## src/pics_pkg.sv

```systemverilog
// Shared widths and fixed-point helpers for the inductor companion step block.
package pics_pkg;

	// Coefficient fraction bits (Q2.30)
	localparam int COEF_BITS = 30;
	// Divider operand widths
	localparam int DIV_NUM_W = 64;
	localparam int DIV_DEN_W = 34;
	// Width of a rounded coefficient-times-signal result
	localparam int RND_W = 36;
	// Width used for sums ahead of saturation
	localparam int SUM_W = 38;
	// Accumulator width for a complex product
	localparam int ACC_W = 66;

	// Saturate to 32 bits; top bit of the result is the clip flag
	function automatic logic [32:0] sat32(input logic signed [SUM_W-1:0] x);
		logic [32:0] r;
		if (x[SUM_W-1:31] == '0 || x[SUM_W-1:31] == '1) begin
			r = {1'b0, x[31:0]};
		end else if (x[SUM_W-1]) begin
			r = {1'b1, 32'h8000_0000};
		end else begin
			r = {1'b1, 32'h7fff_ffff};
		end
		return r;
	endfunction

	// Shift right by the coefficient fraction with rounding half up
	function automatic logic signed [RND_W-1:0] rnd_coef(input logic signed [ACC_W-1:0] x);
		logic signed [ACC_W-1:0] t;
		t = x + (ACC_W'(1) <<< (COEF_BITS - 1));
		return t[ACC_W-1:COEF_BITS];
	endfunction

endpackage

```

## src/pics_div.sv

```systemverilog
// Restoring divider, one quotient bit a cycle, rounding half away from zero.
module pics_div (
	input  logic                           clk,
	input  logic                           arst_n,
	input  logic                           start,
	input  logic [pics_pkg::DIV_NUM_W-1:0] num,
	input  logic [pics_pkg::DIV_DEN_W-1:0] den,
	output logic                           done,
	output logic [pics_pkg::DIV_NUM_W-1:0] quot
);
	import pics_pkg::*;

	localparam int CNT_W = $clog2(DIV_NUM_W);

	logic                 busy_q;
	logic                 done_q;
	logic [CNT_W-1:0]     cnt_q;
	logic [DIV_NUM_W-1:0] dvd_q;
	logic [DIV_DEN_W-1:0] rem_q;
	logic [DIV_DEN_W-1:0] den_q;
	logic [DIV_DEN_W:0]   sh;
	logic [DIV_DEN_W+1:0] trial;

	// Trial subtract of the shifted remainder
	assign sh    = {rem_q, dvd_q[DIV_NUM_W-1]};
	assign trial = {1'b0, sh} - {2'b00, den_q};

	// Control: count the quotient bits and raise done after the last one
	always_ff @(posedge clk or negedge arst_n) begin
		if (!arst_n) begin
			busy_q <= 1'b0;
			done_q <= 1'b0;
			cnt_q  <= '0;
		end else begin
			done_q <= 1'b0;
			if (start) begin
				busy_q <= 1'b1;
				cnt_q  <= '0;
			end else if (busy_q) begin
				cnt_q <= cnt_q + 1'b1;
				if (cnt_q == CNT_W'(DIV_NUM_W - 1)) begin
					busy_q <= 1'b0;
					done_q <= 1'b1;
				end
			end
		end
	end

	// Datapath: load rounded dividend, then shift in quotient bits
	always_ff @(posedge clk) begin
		if (start) begin
			dvd_q <= num + DIV_NUM_W'(den >> 1);
			rem_q <= '0;
			den_q <= den;
		end else if (busy_q) begin
			if (!trial[DIV_DEN_W+1]) begin
				rem_q <= trial[DIV_DEN_W-1:0];
				dvd_q <= {dvd_q[DIV_NUM_W-2:0], 1'b1};
			end else begin
				rem_q <= sh[DIV_DEN_W-1:0];
				dvd_q <= {dvd_q[DIV_NUM_W-2:0], 1'b0};
			end
		end
	end

	assign done = done_q;
	assign quot = dvd_q;

endmodule

```

## config.mk

```make
export PLATFORM = sky130hd
export DESIGN_NAME = pics_div
export DESIGN_NICKNAME = d
export VERILOG_FILES = /design/src/pics_pkg.sv /design/src/pics_div.sv
export SDC_FILE = /design/constraint.sdc
export NUM_CORES = 1
export LEC_CHECK = 0
export BUFFER_PORTS_ARGS = -buffer_cell sky130_fd_sc_hd__buf_4
export CAP_MARGIN = 5
export CORE_UTILIZATION = 45
export CTS_CLUSTER_DIAMETER = 120
export CTS_CLUSTER_SIZE = 28
export DETAILED_ROUTE_END_ITERATION = 10
export MAX_ROUTING_LAYER = met4
export PLACE_DENSITY = 0.64
export SYNTH_ARGS = -nofsm -noshare
export SYNTH_HDL_FRONTEND = slang
export SYNTH_SLANG_ARGS = --single-unit
```

## constraint.sdc

```tcl
create_clock -name clk -period 3.1 [get_ports clk]
set_input_delay 0.465 -clock clk [delete_from_list [all_inputs] [get_ports clk]]
set_output_delay 0.465 -clock clk [all_outputs]
set_load 0.05 [all_outputs]
```

==> impl.org, run 1 <==
** Status
- Result of the run :: finished, final reports clean

** Setup path
- Worst path top cell family by delay :: compound AO/OA/AOI/OAI gates
- Setup Crit Path Kind :: flip-flop to flip-flop
- The most numerous cell type found on the critical path is buf_12.
- The number of buffers and inverters on the critical path is 3.
- Highest cell delay on the worst timing path :: about 0.50 ns
- Data arrival time of the worst path :: about 3.3 ns
- STA puts the critical path data required time at 3.38 ns.
- Counting cells, the worst reg-to-reg path comes to 13.
- Across all register-to-register paths, the minimum setup slack is 0.13 ns.
- The endpoint identified for the worst register-to-register timing path is rem_q[16].
- Along the worst path, the maximum fanout reaches 14.
- Among all stages on the critical path, the largest delay is contributed by or4b_4.
- STA classifies the critical path endpoint as a flip-flop.
- The critical path goes through inv_1 > ha_1 > a21oi_4 > o21ai_2 > a211oi_2 > or4b_4 > nand3_1 > nand2_2 > o32ai_4 > buf_12 > buf_12 > mux2i_1 > a211oi_1.
- STA classifies the critical path startpoint as a flip-flop.
- The startpoint identified for the worst register-to-register timing path is den_q[12].

** Pwr
- In this run the static leakage power is between 0.005 and 0.006 µW.
- Dividing total power by cell area gives a power density of 646 nW/µm².
- Worst supply voltage drop on vdd :: 0.388 mV

** Detailed routing
- Final wirelength :: between 20 and 30 mm
- Number of DRC violations after detailed routing :: 0
- Vias per inst :: 5.59
- Initial drt markers :: around 560
- First drt pass iteration count :: 5
- Mean routed wirelength per cell :: ~17 µm
- Across all layers, the routed design uses approximately 8.6k vias.
- Remaining antenna violation count after routing :: 0

** STA
- Setup slack closes at 0.133 ns.
- After routing, the total negative slack on setup checks comes to 0 ns.
- Setup violations remaining at the end of the flow were counted as 0.
- Portion of the clock cycle consumed by the worst path in the final layout :: 0.957
- Timing-limited maximum frequency :: about 0.34 GHz
- The clock arrives with 0.0122 ns of skew.
- The final max-slew violation count came to 0.
- Count of endpoints failing hold in the final timing report :: 0
- Measured against its own limit, the worst slew margin works out to 0.604.
- For the pin with the worst max-slew slack, the measured transition is slightly below 0.6 ns.
- Hold is met by approximately 0.22 ns.
- Post-layout minimum cycle time :: between 2 and 3 ns

** Layout
- Compared with the post-synthesis result, the final layout area differs by 28.2%.
- In the layout the commonest cells are 241 x buf_4, 98 x edfxtp_1, 96 x a21oi_1, 91 x nor2_1, 65 x ha_1.
- Most frequent standard cell in the layout excluding fill and tap cells :: buf_4
- 0 antenna diodes ended up in the layout.
- Nets :: between 1k and 1.5k
- In the final layout, the share of cells above drive strength 1 is 0.276.

** Synth
- The number of different library cells used by synthesis comes to 70.
- Among all flip-flop cells after synthesis, the most frequent one is edfxtp_1.
- Yosys mapped a number of flops with a built-in enable equal to 98.
- Synthesized flop and latch total :: 140
- The mapped netlist covers 9870 µm².
- Yosys printed 0 warnings.
- The average instance in the mapped netlist occupies 9.48 µm².
- Proportion of synthesized chip area in sequential cells :: 0.388
- Synthesized net count :: between 1k and 1.5k
- Cell count after synthesis :: around 1.0k
- Share of flip-flops with an asynchronous set or reset :: 0.0571

** Clocking
- Clock-pin slew was measured on the worst setup and hold paths at approximately 0.06 ns.
- The later pin in the worst-skew pair is clocked with a latency of roughly 0.43 ns.
- CTS saw 140 sinks.
- Buffers from clock root to sink, at most :: 2
- In this run, CTS created clock tree buffers numbering 17.
- H-tree depth reported by CTS :: 4
- TritonCTS built the clock tree.
- The tree is rooted in a clkbuf_16.

** Hold path
- Along the worst hold path, the cell count comes to 1.
- Beginning of the worst hold path :: den[0]
- Path class of the lowest-slack min-delay path :: primary input to flip-flop
- The worst hold path terminates at den_q[0].

** Placement
- Prior to clock tree synthesis, the placed netlist has a worst setup slack of -0.248 ns.
- Final weighted congestion in routability-driven placement :: 0.930
- DP HPWL :: around 20 mm
- Number of I/O port buffers :: about 170

** Floorplanning
- In this run the horizontal extent of the chip is 150 µm.
- Floorplan core area :: 21300 µm²
- The initial utilization of the core area, before any placement, comes to 0.464.
- Area of the die :: ~23000 µm²
- Number of cell rows :: 53
- The die is around 150 µm tall.
- 166 I/O pins were placed.

** Global route
- The number of antenna violations at the first check in global routing was 0.
- Overall routing resource usage :: 0.241
- Entering global routing, the biggest net connects between 100 and 150 pins.
- The first global-routing pass estimated approximately 40 mm of wire.
- Number of global-route vias before repair :: 7909
- Global route overflow :: 0

** Job
- Max capacitance violation total :: 0
[metrics by stage]
step                      cell area (µm²)  instances  total power [µW]   util
after floorplan                      9870       1041              4960      -
after global placement              11900       1508              6020  0.559
after detailed placement            11900       1508              6040  0.559
after CTS                           12500       1541              8010  0.586
after global routing                12600       1545              8580  0.594
final                               12600       1545              8170  0.594
[Yosys cell counts (6+ instances only)]
cell,n,share of area
a21oi_1,101,0.051
edfxtp_1,98,0.30
nor2_1,91,0.035
ha_1,68,0.086
inv_1,64,0.024
nand2_1,57,0.022
xor2_1,53,0.047
clkbuf_1,42,0.016
xnor2_1,39,0.035
a21o_1,38,0.029
o21ai_0,37,0.019
dfxtp_1,34,0.069
a211oi_1,27,0.021
mux2_2,27,0.031
mux2i_1,25,0.025
nand3_1,24,0.012
nand4_1,24,0.015
and3_1,16,0.010
o211ai_1,11,0.0084
a31oi_1,10,0.0063
o21ai_1,9,0.0046
dfrtp_1,8,0.020
nor4_1,8,0.0051
o2111ai_1,8,0.0071
o21a_1,8,0.0061
and4_1,7,0.0062
buf_2,7,0.0036
o21bai_1,6,0.0046
o31ai_1,6,0.0046
[where the power goes]
part           internal, µW  switching (µW)  total (µW)
registers              2370             230        2600
clock network          1050             901        1950
logic                  1590            2030        3620
[sequential cells by signal (all words and copies together) (netlist names)]
register / count
den_q: 34
done: 1
quot: 64
busy_q: 1
rem_q: 34
cnt_q: 6
[worst reg2reg max path, cell delays in order, from the launching register on]
cell      delay [ns]
edfxtp_1        0.32
inv_1           0.05
ha_1            0.40
a21oi_4         0.21
o21ai_2         0.07
a211oi_2        0.29
or4b_4          0.50
nand3_1         0.10
nand2_2         0.10
o32ai_4         0.14
buf_12          0.17
buf_12          0.16
mux2i_1         0.22
a211oi_1        0.09
[cell type report]
| class | instances | area [µm²] |
|---|---|---|
| fill | 1848 | 8640 |
| multi-input combinational | 780 | 5640 |
| sequential | 140 | 3820 |
| timing repair buffer | 253 | 2040 |
| clock buffer | 17 | 425 |
| tap | 275 | 344 |
| inverter | 65 | 244 |
| clock inverter | 15 | 128 |
[repair_timing]
action / CTS / global route
buffers inserted: 0 / 2
gates resized for setup: 0 / 27
hold endpoints to repair: 8 / 0
hold buffers: 1 / 0
endpoints found under the setup margin: 0 / 27
[layer usage]
layer  wire [µm]  share of wire  global-route usage
met1       12500           0.47               0.333
met5           0              0                   -
met2       12300           0.46               0.366
met4         580          0.022              0.0768
met3        1170          0.044              0.0314
[worst max path at each step]
stage               from         to  slack, ns  depth (start not counted)
2_1_floorplan   quot[63]  rem_q[30]       0.02                         13
3_3_place_gp      num[0]   quot[32]      -0.19                         13
3_5_place_dp      num[0]   quot[32]      -0.25                         13
4_1_cts         quot[63]  rem_q[24]       0.03                         13
5_1_grt        den_q[14]  rem_q[22]      -0.03                         13
6_report       den_q[12]  rem_q[16]       0.13                         13
[logic make-up after synthesis]
| logic type | after synthesis | synth area share |
|---|---|---|
| mux | 52 | 0.0562 |
| buf+inv | 121 | 0.0507 |
| xor+xnor | 92 | 0.0817 |
| fa+ha+maj | 70 | 0.0903 |
| compound gates | 304 | 0.204 |
| flops | 140 | 0.388 |
| simple gates | 262 | 0.130 |
Power figures use the tool's default switching activity.
==> inputs of run 2 (changes only) <==
--- a/config.mk
+++ b/config.mk
@@ -5,6 +5,7 @@
 export SDC_FILE = /design/constraint.sdc
 export NUM_CORES = 1
 export LEC_CHECK = 0
+export ABC_AREA = 1
 export BUFFER_PORTS_ARGS = -buffer_cell sky130_fd_sc_hd__buf_4
 export CAP_MARGIN = 5
 export CORE_UTILIZATION = 45
@@ -12,7 +13,7 @@
 export CTS_CLUSTER_SIZE = 28
 export DETAILED_ROUTE_END_ITERATION = 10
 export MAX_ROUTING_LAYER = met4
-export PLACE_DENSITY = 0.64
+export PLACE_DENSITY = 0.63
 export SYNTH_ARGS = -nofsm -noshare
 export SYNTH_HDL_FRONTEND = slang
 export SYNTH_SLANG_ARGS = --single-unit
==> impl.org, run 2 <==
** Status
- The flow ran to the end, and the final reports show no timing, DRC or antenna violations.

** Clocking
- Gates resized during post-CTS repair numbered 0.
- The clock passes through at most 2 buffers.
- TritonCTS built the clock tree.
- CTS built an H-tree with a depth of 4.
- Total clock buffers created by CTS :: 17
- Clock root buffer :: clkbuf_16
- For this design, the sink count on the clock tree is 140.
- Clock slew seen by the registers of the worst setup and hold paths :: 0.07 ns
- Clock latency on the worst-skew pair, taken at its later pin, is ~0.45 ns.

** Detailed routing
- In the routed layout, each cell is associated on average with a via count of ~5.2.
- Initial drt markers :: roughly 1000
- Final wirelength :: ~45 mm
- Remaining antenna violation count after routing :: 0
- Mean routed wirelength per cell :: approximately 18 µm
- First drt pass iteration count :: 6
- The final route contains 13.1k vias.
- Number of DRC violations after detailed routing :: 0

** Floorplanning
- The die covers approximately 28000 µm².
- Initial core utilization :: 0.460
- Chip height :: roughly 170 µm
- After floorplanning, the core was divided into 60 placement rows.
- The core region is 27000 µm².
- In this run the count of I/O pins placed on the die edge is around 170.
- Width of the die :: 168 µm

** Setup path
- Crit Reg-Reg Endpoint :: rem_q[17]
- Measured in cells, the most critical reg-to-reg path has a length of 14.
- STA classifies the critical path startpoint as a flip-flop.
- Setup Crit Path Kind :: flip-flop to flip-flop
- R2r setup slk :: 0.53 ns
- Origin of the critical flop-to-flop path :: den_q[19]
- The worst setup path is captured at a flip-flop.
- Data arrival time of the worst path :: ~2.9 ns
- Critical path data required time :: 3.41 ns
- Along the worst path, the maximum fanout reaches 23.

** Synth
- After synthesis the cells add up to 12400 µm².
- The biggest area contributor in the post-synthesis netlist is nand2_1.
- Counting flops with a built-in enable in the synthesized netlist gives 98.
- Biggest area contributors in the synthesized netlist :: nand2_1 24%, edfxtp_1 24%, inv_1 12%
- The most used flip-flop cell after synthesis is edfxtp_1.
- Synthesis produced 2013 cells.
- Most frequent cells after synthesis :: 794 x nand2_1, 382 x inv_1, 189 x nand3_1, 152 x nor2_1, 98 x edfxtp_1
- Counting distinct cell types in the post-synthesis netlist gives 40.
- Per-instance average area after synthesis :: just over 6 µm²
- Counting every net in the synthesized netlist gives about 2.2k.
- Of the post-synthesis cell area, the dominant cell type holds 0.241.
- After synthesis, the share of flip-flops with an asynchronous set or reset is 0.0571.
- Synthesized flop and latch total :: 140
- Dominant cell by count in the synthesized netlist :: nand2_1
- The share of the Yosys chip area taken by registers is 0.309.
- Count of yosys warnings during synthesis :: 0

** Placement
- Number of I/O port buffers :: between 150 and 200
- Placed instance count :: between 2k and 3k
- Once placement finished, the instance area stood at around 14000 µm².
- DP HPWL :: 37.2 mm
- Final weighted congestion in routability-driven placement :: 0.995

** Pwr
- For this design the ratio of total power to cell area is between 600 and 700 nW/µm².
- Overall power consumption after layout is estimated at just under 10000 µW.
- Leak :: a little over 0.008 µW
- Across the VDD grid, the largest voltage drop is approximately 0.45 mV.

** Layout
- Final standard cell count with taps included and fillers excluded :: roughly 2.5k
- The register with the most flip-flops in the layout has 64 of them.
- Leading cell types in the layout, fill and taps excluded :: 794 x nand2_1, 381 x inv_1, 189 x nand3_1, 175 x buf_4, 151 x nor2_1
- Finished layout cell area :: about 15000 µm²
- Synth-to-Final Area Change :: 18.6%
- Most frequent standard cell in the layout excluding fill and tap cells :: nand2_1
- ANT cells :: 0
- After filler insertion, the fill cell instance count of the layout stands at roughly 2.8k.
- Fraction of layout instances using a drive strength above 1 :: 0.104
- The net count of the finished layout is 2354.

** STA
- Post-layout minimum cycle time :: ~2.6 ns
- Timing-limited maximum frequency :: 0.389 GHz
- At the pin with the least slew margin, the transition time is 0.941 ns.
- The final max-slew violation count is 0.
- In this run the tightest slew margin relative to its limit is 0.371.
- Setup violations remaining at the end of the flow were counted as 0.
- Portion of the clock cycle consumed by the worst path in the final layout :: 0.829
- Final total negative setup slack :: 0 ns
- Across the routed clock network, the largest skew measured is around 0.014 ns.
- Count of endpoints failing hold in the final timing report :: 0
- Setup repair after global routing left no endpoint under its margin.

** Hold path
- The path with the worst hold slack has its endpoint at den_q[0].
- Number of cells on the worst hold path :: 1
- Path class of the lowest-slack min-delay path :: primary input to flip-flop
- Beginning of the worst hold path :: den[0]

** Global route
- The first global-routing pass estimated roughly 70 mm of wire.
- Number of global-route vias before repair :: about 13k
- Pin count of the biggest net entering global routing :: 55
- Global route overflow :: 0
- The number of antenna violations at the first check in global routing came to 0.
- Overall routing resource usage :: 0.336

** Job
- Max capacitance violation total :: 0
run 2: cell types whose count changed after synthesis, sizes merged, moves of 15 or more:
cell	delta
nand2	+740
inv	+318
nand3	+166
nor2	+62
a21oi	-51
xor2	-50
a21o	-37
a211oi	-29
mux2	-27
mux2i	-25
clkbuf	-23
o21ai	+19
nand3b	+16
nor3	+15
run 2: cell families after synthesis:
| kind of cell | synth area share |
|---|---|
| flip-flops | 0.309 |
| XOR/XNOR | 0.0290 |
| AND/OR/NAND/NOR | 0.407 |
| adder cells (fa/ha/maj) | 0.0719 |
| AO/OA/AOI/OAI | 0.0547 |
| buffers and inverters | 0.128 |
run 2: worst max-delay path: stages (launching register included):
cell and delay [ns]:
edfxtp_1 0.35, inv_1 0.08, ha_1 0.42, nand2_1 0.10, inv_1 0.08, nand2_1 0.08
nor2_1 0.19, inv_1 0.08, nor2_1 0.17, nand2_4 0.18, nand2_4 0.22, buf_12 0.20
nand2_1 0.12, nand3_1 0.09, o21ai_1 0.07
run 2: per-stage QoR:
step	setup slack [ns]	hold WS, ns	utilization
global route	0.304	0.183	0.545
finish	0.529	0.189	0.545
CTS	0.519	0.179	0.545
floorplan	0.773	0.169	-
global placement	0.201	0.286	0.522
detailed placement	0.191	0.290	0.522
run 2: layer usage:
metal  global-route usage  vias up  part of all wire
met5                    -        -                 0
met3               0.0315       61             0.048
met1                0.431     6012              0.45
met4                0.114        0             0.027
met2                0.557      385              0.47
li1                     -     6611                 -
run 2: worst max-delay path by stage:
stage	slack, ns	from	end	cells after the start
finish	0.53	den_q[19]	rem_q[17]	14
global route	0.30	den_q[19]	rem_q[17]	14
floorplan	0.77	start	quot[0]	4
global placement	0.20	num[0]	quot[56]	15
detailed placement	0.19	num[0]	quot[56]	15
CTS	0.52	den_q[19]	rem_q[17]	14
run 2: layout make-up:
type	count	area, µm²	area share
Clock buffer	18	429	0.0292
Clock inverter	14	186	0.0127
Inverter	384	1440	0.0982
Multi-Input combinational cell	1460	6980	0.475
Sequential cell	140	3820	0.260
Tap cell	341	427	0.0290
Timing Repair Buffer	180	1400	0.0955
run 2: power breakdown:
| part | switching, µW | total (µW) | leakage [µW] | internal [µW] |
|---|---|---|---|---|
| Combinational | 3280 | 4960 | 0.00638 | 1690 |
| Clock | 966 | 2250 | 0.000294 | 1290 |
| Sequential | 254 | 2670 | 0.00142 | 2410 |
| Total | 4500 | 9880 | 0.00810 | 5390 |
run 2: repair_timing:
| item | in CTS | in global routing |
|---|---|---|
| buffers inserted | 0 | 0 |
| hold endpoints to repair | 8 | 0 |
| hold buffers | 1 | 0 |
==> inputs of run 3 (changes only) <==
--- a/config.mk
+++ b/config.mk
@@ -13,7 +13,7 @@
 export CTS_CLUSTER_SIZE = 28
 export DETAILED_ROUTE_END_ITERATION = 10
 export MAX_ROUTING_LAYER = met4
-export PLACE_DENSITY = 0.63
+export PLACE_DENSITY = 0.65
 export SYNTH_ARGS = -nofsm -noshare
 export SYNTH_HDL_FRONTEND = slang
 export SYNTH_SLANG_ARGS = --single-unit
==> constraint.sdc (replaced) <==
create_clock -name clk -period 2.28 [get_ports clk]
set_input_delay 0.342 -clock clk [delete_from_list [all_inputs] [get_ports clk]]
set_output_delay 0.342 -clock clk [all_outputs]
set_load 0.05 [all_outputs]
==> impl.org, run 3 (synthesis results as in run 2) <==
** Pwr
- Worst supply voltage drop on vdd :: roughly 0.67 mV
- Pwr/cell area :: 906 nW/µm²
- Overall power :: approximately 15000 µW
- Summed over all cells, the static leakage comes to 0.00902 µW.

** Setup path
- STA classifies the critical path endpoint as a flip-flop.
- Critical Path Most Common Cell :: nand2_2
- The slowest stage of the critical path belongs to the cell edfxtp_1.
- Highest cell delay on the worst timing path :: between 0.4 and 0.5 ns
- Of all nets on the critical path, the largest fanout is 4.
- For the worst setup path, the data required time is between 2 and 3 ns.
- The worst setup path is launched from a flip-flop.
- Setup Crit Path Kind :: flip-flop to flip-flop
- Traced cell by cell, the critical path runs through inv_2 > ha_4 > inv_2 > fa_2 > nand2_2 > nand3_2 > nand3_2 > nand2_2 > nand2_2 > nand2_4 > xnor2_4 > nand2_1 > nand3_1 > o21ai_1.
- Data on the critical path arrives at its endpoint at around 2.6 ns.

** Global route
- The via count of the first global-routing pass was 13.5k.
- Pin count of the biggest net entering global routing :: 61
- Number of antenna violations at the first check in global routing :: 2
- Overall routing resource usage :: 0.342
- Global-route wire length before repair :: just over 70 mm
- The total overflow left after global routing is 0.

** Placement
- The congestion estimate from routability-driven global placement came to 1.06.
- DP HPWL :: approximately 38 mm
- During placement, the flow inserted port buffers numbering ~170.
- Worst-case setup slack after placement :: -0.271 ns

** Detailed routing
- In the routed design, unresolved DRC markers number 0.
- Once detail routing completed, the nets flagged for antenna violations numbered 0.
- First drt pass iteration count :: 5
- In this run, the number of DRC markers left after iteration 0 of detailed routing was roughly 1.2k.
- Final wirelength :: about 47 mm
- After detailed routing, the average wire length per cell comes to roughly 17 µm.
- Vias per inst :: between 5 and 6
- The detailed router placed around 14k vias in this run.

** Floorplanning
- The die is 168 µm wide.
- The die covers 28200 µm².
- The core region is between 20000 and 30000 µm².
- Number of top-level pins :: 166
- Number of cell rows :: 60
- For this configuration, the core starts out at a cell density of 0.460.
- In this run the vertical extent of the chip is about 170 µm.

** Clocking
- The clock drives 140 sinks.
- Clock Latency Late Sink :: between 0.4 and 0.5 ns
- After clock tree synthesis, the clock-pin slew on the worst setup and hold paths is 0.08 ns.
- Total clock buffers created by CTS :: 17
- Clock tree synthesis selected as its root buffer the cell clkbuf_16.
- H-tree depth reported by CTS :: 4
- TritonCTS built the clock tree.
- Buffers from clock root to sink, at most :: 2

** STA
- Setup repair after global routing missed its margin :: true
- In the finished design, the share of the clock period the worst path needs comes to 0.993.
- Actual slew at the worst max-slew pin :: roughly 0.84 ns
- Clock Skew :: around 0.014 ns
- The clock period could shrink to roughly 2.3 ns.
- Final number of setup-violating endpoints :: 0
- The number of endpoints with negative hold slack in the final report was 0.
- Final setup slack of the worst path :: approximately 0.015 ns
- Max-Slew Margin vs Limit :: 0.436
- Timing-limited maximum frequency :: between 0.4 and 0.5 GHz
- Slew Limit Fails :: 0

** Layout
- The library cell used most frequently in the layout, excluding fill and tap cells, is nand2_1.
- Nets :: approximately 2.5k
- Fraction of layout instances using a drive strength above 1 :: 0.190
- The filler cells instantiated in the layout total 2604.
- The register with the most flip-flops in the layout has 64 of them.
- Synth-to-Final Area Change :: 32.1%
- Leading cell types in the layout, fill and taps excluded :: 781 x nand2_1, 379 x inv_1, 341 x buf_4, 183 x nand3_1, 145 x nor2_1

** Job
- Max-cap violations in this run came to 0.

** Hold path
- Path class of the lowest-slack min-delay path :: primary input to flip-flop

** Status
- The run finished with clean final reports.
-- run 3: repair_timing --
| item | 4_1_cts | 5_1_grt |
|---|---|---|
| endpoints found under the hold margin | 8 | 0 |
| resized for setup | 8 | 56 |
| buffers inserted | 0 | 3 |
| hold buffers | 1 | 0 |
| setup endpoints to repair | 10 | 34 |
| pin swaps | 1 | 12 |
| gates cloned | 0 | 2 |
-- run 3: layout make-up --
| cell class | count | area, µm² | area share |
|---|---|---|---|
| repair buffers | 353 | 2780 | 0.170 |
| diodes | 2 | 5.00 | 0.000306 |
| inverters | 384 | 1440 | 0.0882 |
| well taps | 341 | 427 | 0.0261 |
| flip-flops and latches | 140 | 3820 | 0.234 |
| clock inverters | 14 | 176 | 0.0108 |
| clock buffers | 18 | 429 | 0.0262 |
| multi-input cells | 1460 | 7280 | 0.445 |
-- run 3: power breakdown --
group          leakage [µW]  total (µW)  switching (µW)  internal (µW)
Sequential          0.00142        3680             396           3280
Clock              0.000295        3020            1350           1660
Combinational       0.00730        8140            4890           3240
-- run 3: final timing paths --
path                            from         to  slack [ns]  cells after the start
max                         quot[63]  rem_q[16]        0.02                     14
min                           den[0]   den_q[0]        0.08                      1
max reg2reg                 quot[63]  rem_q[16]        0.02                     14
min reg2reg                rem_q[33]  rem_q[33]        0.47                      2
max in group asynchronous     arst_n   cnt_q[4]        1.90                      2
min in group asynchronous     arst_n     busy_q        0.25                      2
-- run 3: critical path: cells and delay by family, from the launching register on --
| family | cells | cell delay (ns) |
|---|---|---|
| adders and majority gates | 2 | 0.52 |
| xor gates and xnor gates | 1 | 0.20 |
| and+or+nand+nor | 8 | 0.67 |
| AOI/OAI and AO/OA | 1 | 0.06 |
| DFF | 1 | 0.49 |
| buffers and inverters | 2 | 0.17 |
-- run 3: metal layers --
layer,part of all wire,global-route usage,routed length [µm]
met5,0,-,0
met4,0.036,0.126,1690
met3,0.058,0.0378,2720
met2,0.47,0.566,22200
met1,0.43,0.432,20300
-- run 3: per-stage QoR --
| stage | instances | utilization | hold slack [ns] | cell area, µm² | TNS [ns] |
|---|---|---|---|---|---|
| 6_report | 2712 | 0.607 | 0.0763 | 16400 | 0 |
| 5_1_grt | 2712 | 0.607 | 0.0617 | 16400 | -0.593 |
| 4_1_cts | 2705 | 0.594 | 0.0648 | 16000 | 0 |
| 3_5_place_dp | 2672 | 0.570 | 0.165 | 15400 | -8.83 |
| 3_3_place_gp | 2672 | 0.570 | 0.163 | 15400 | -7.31 |
| 2_1_floorplan | 2013 | - | 0.0464 | 12400 | 0 |
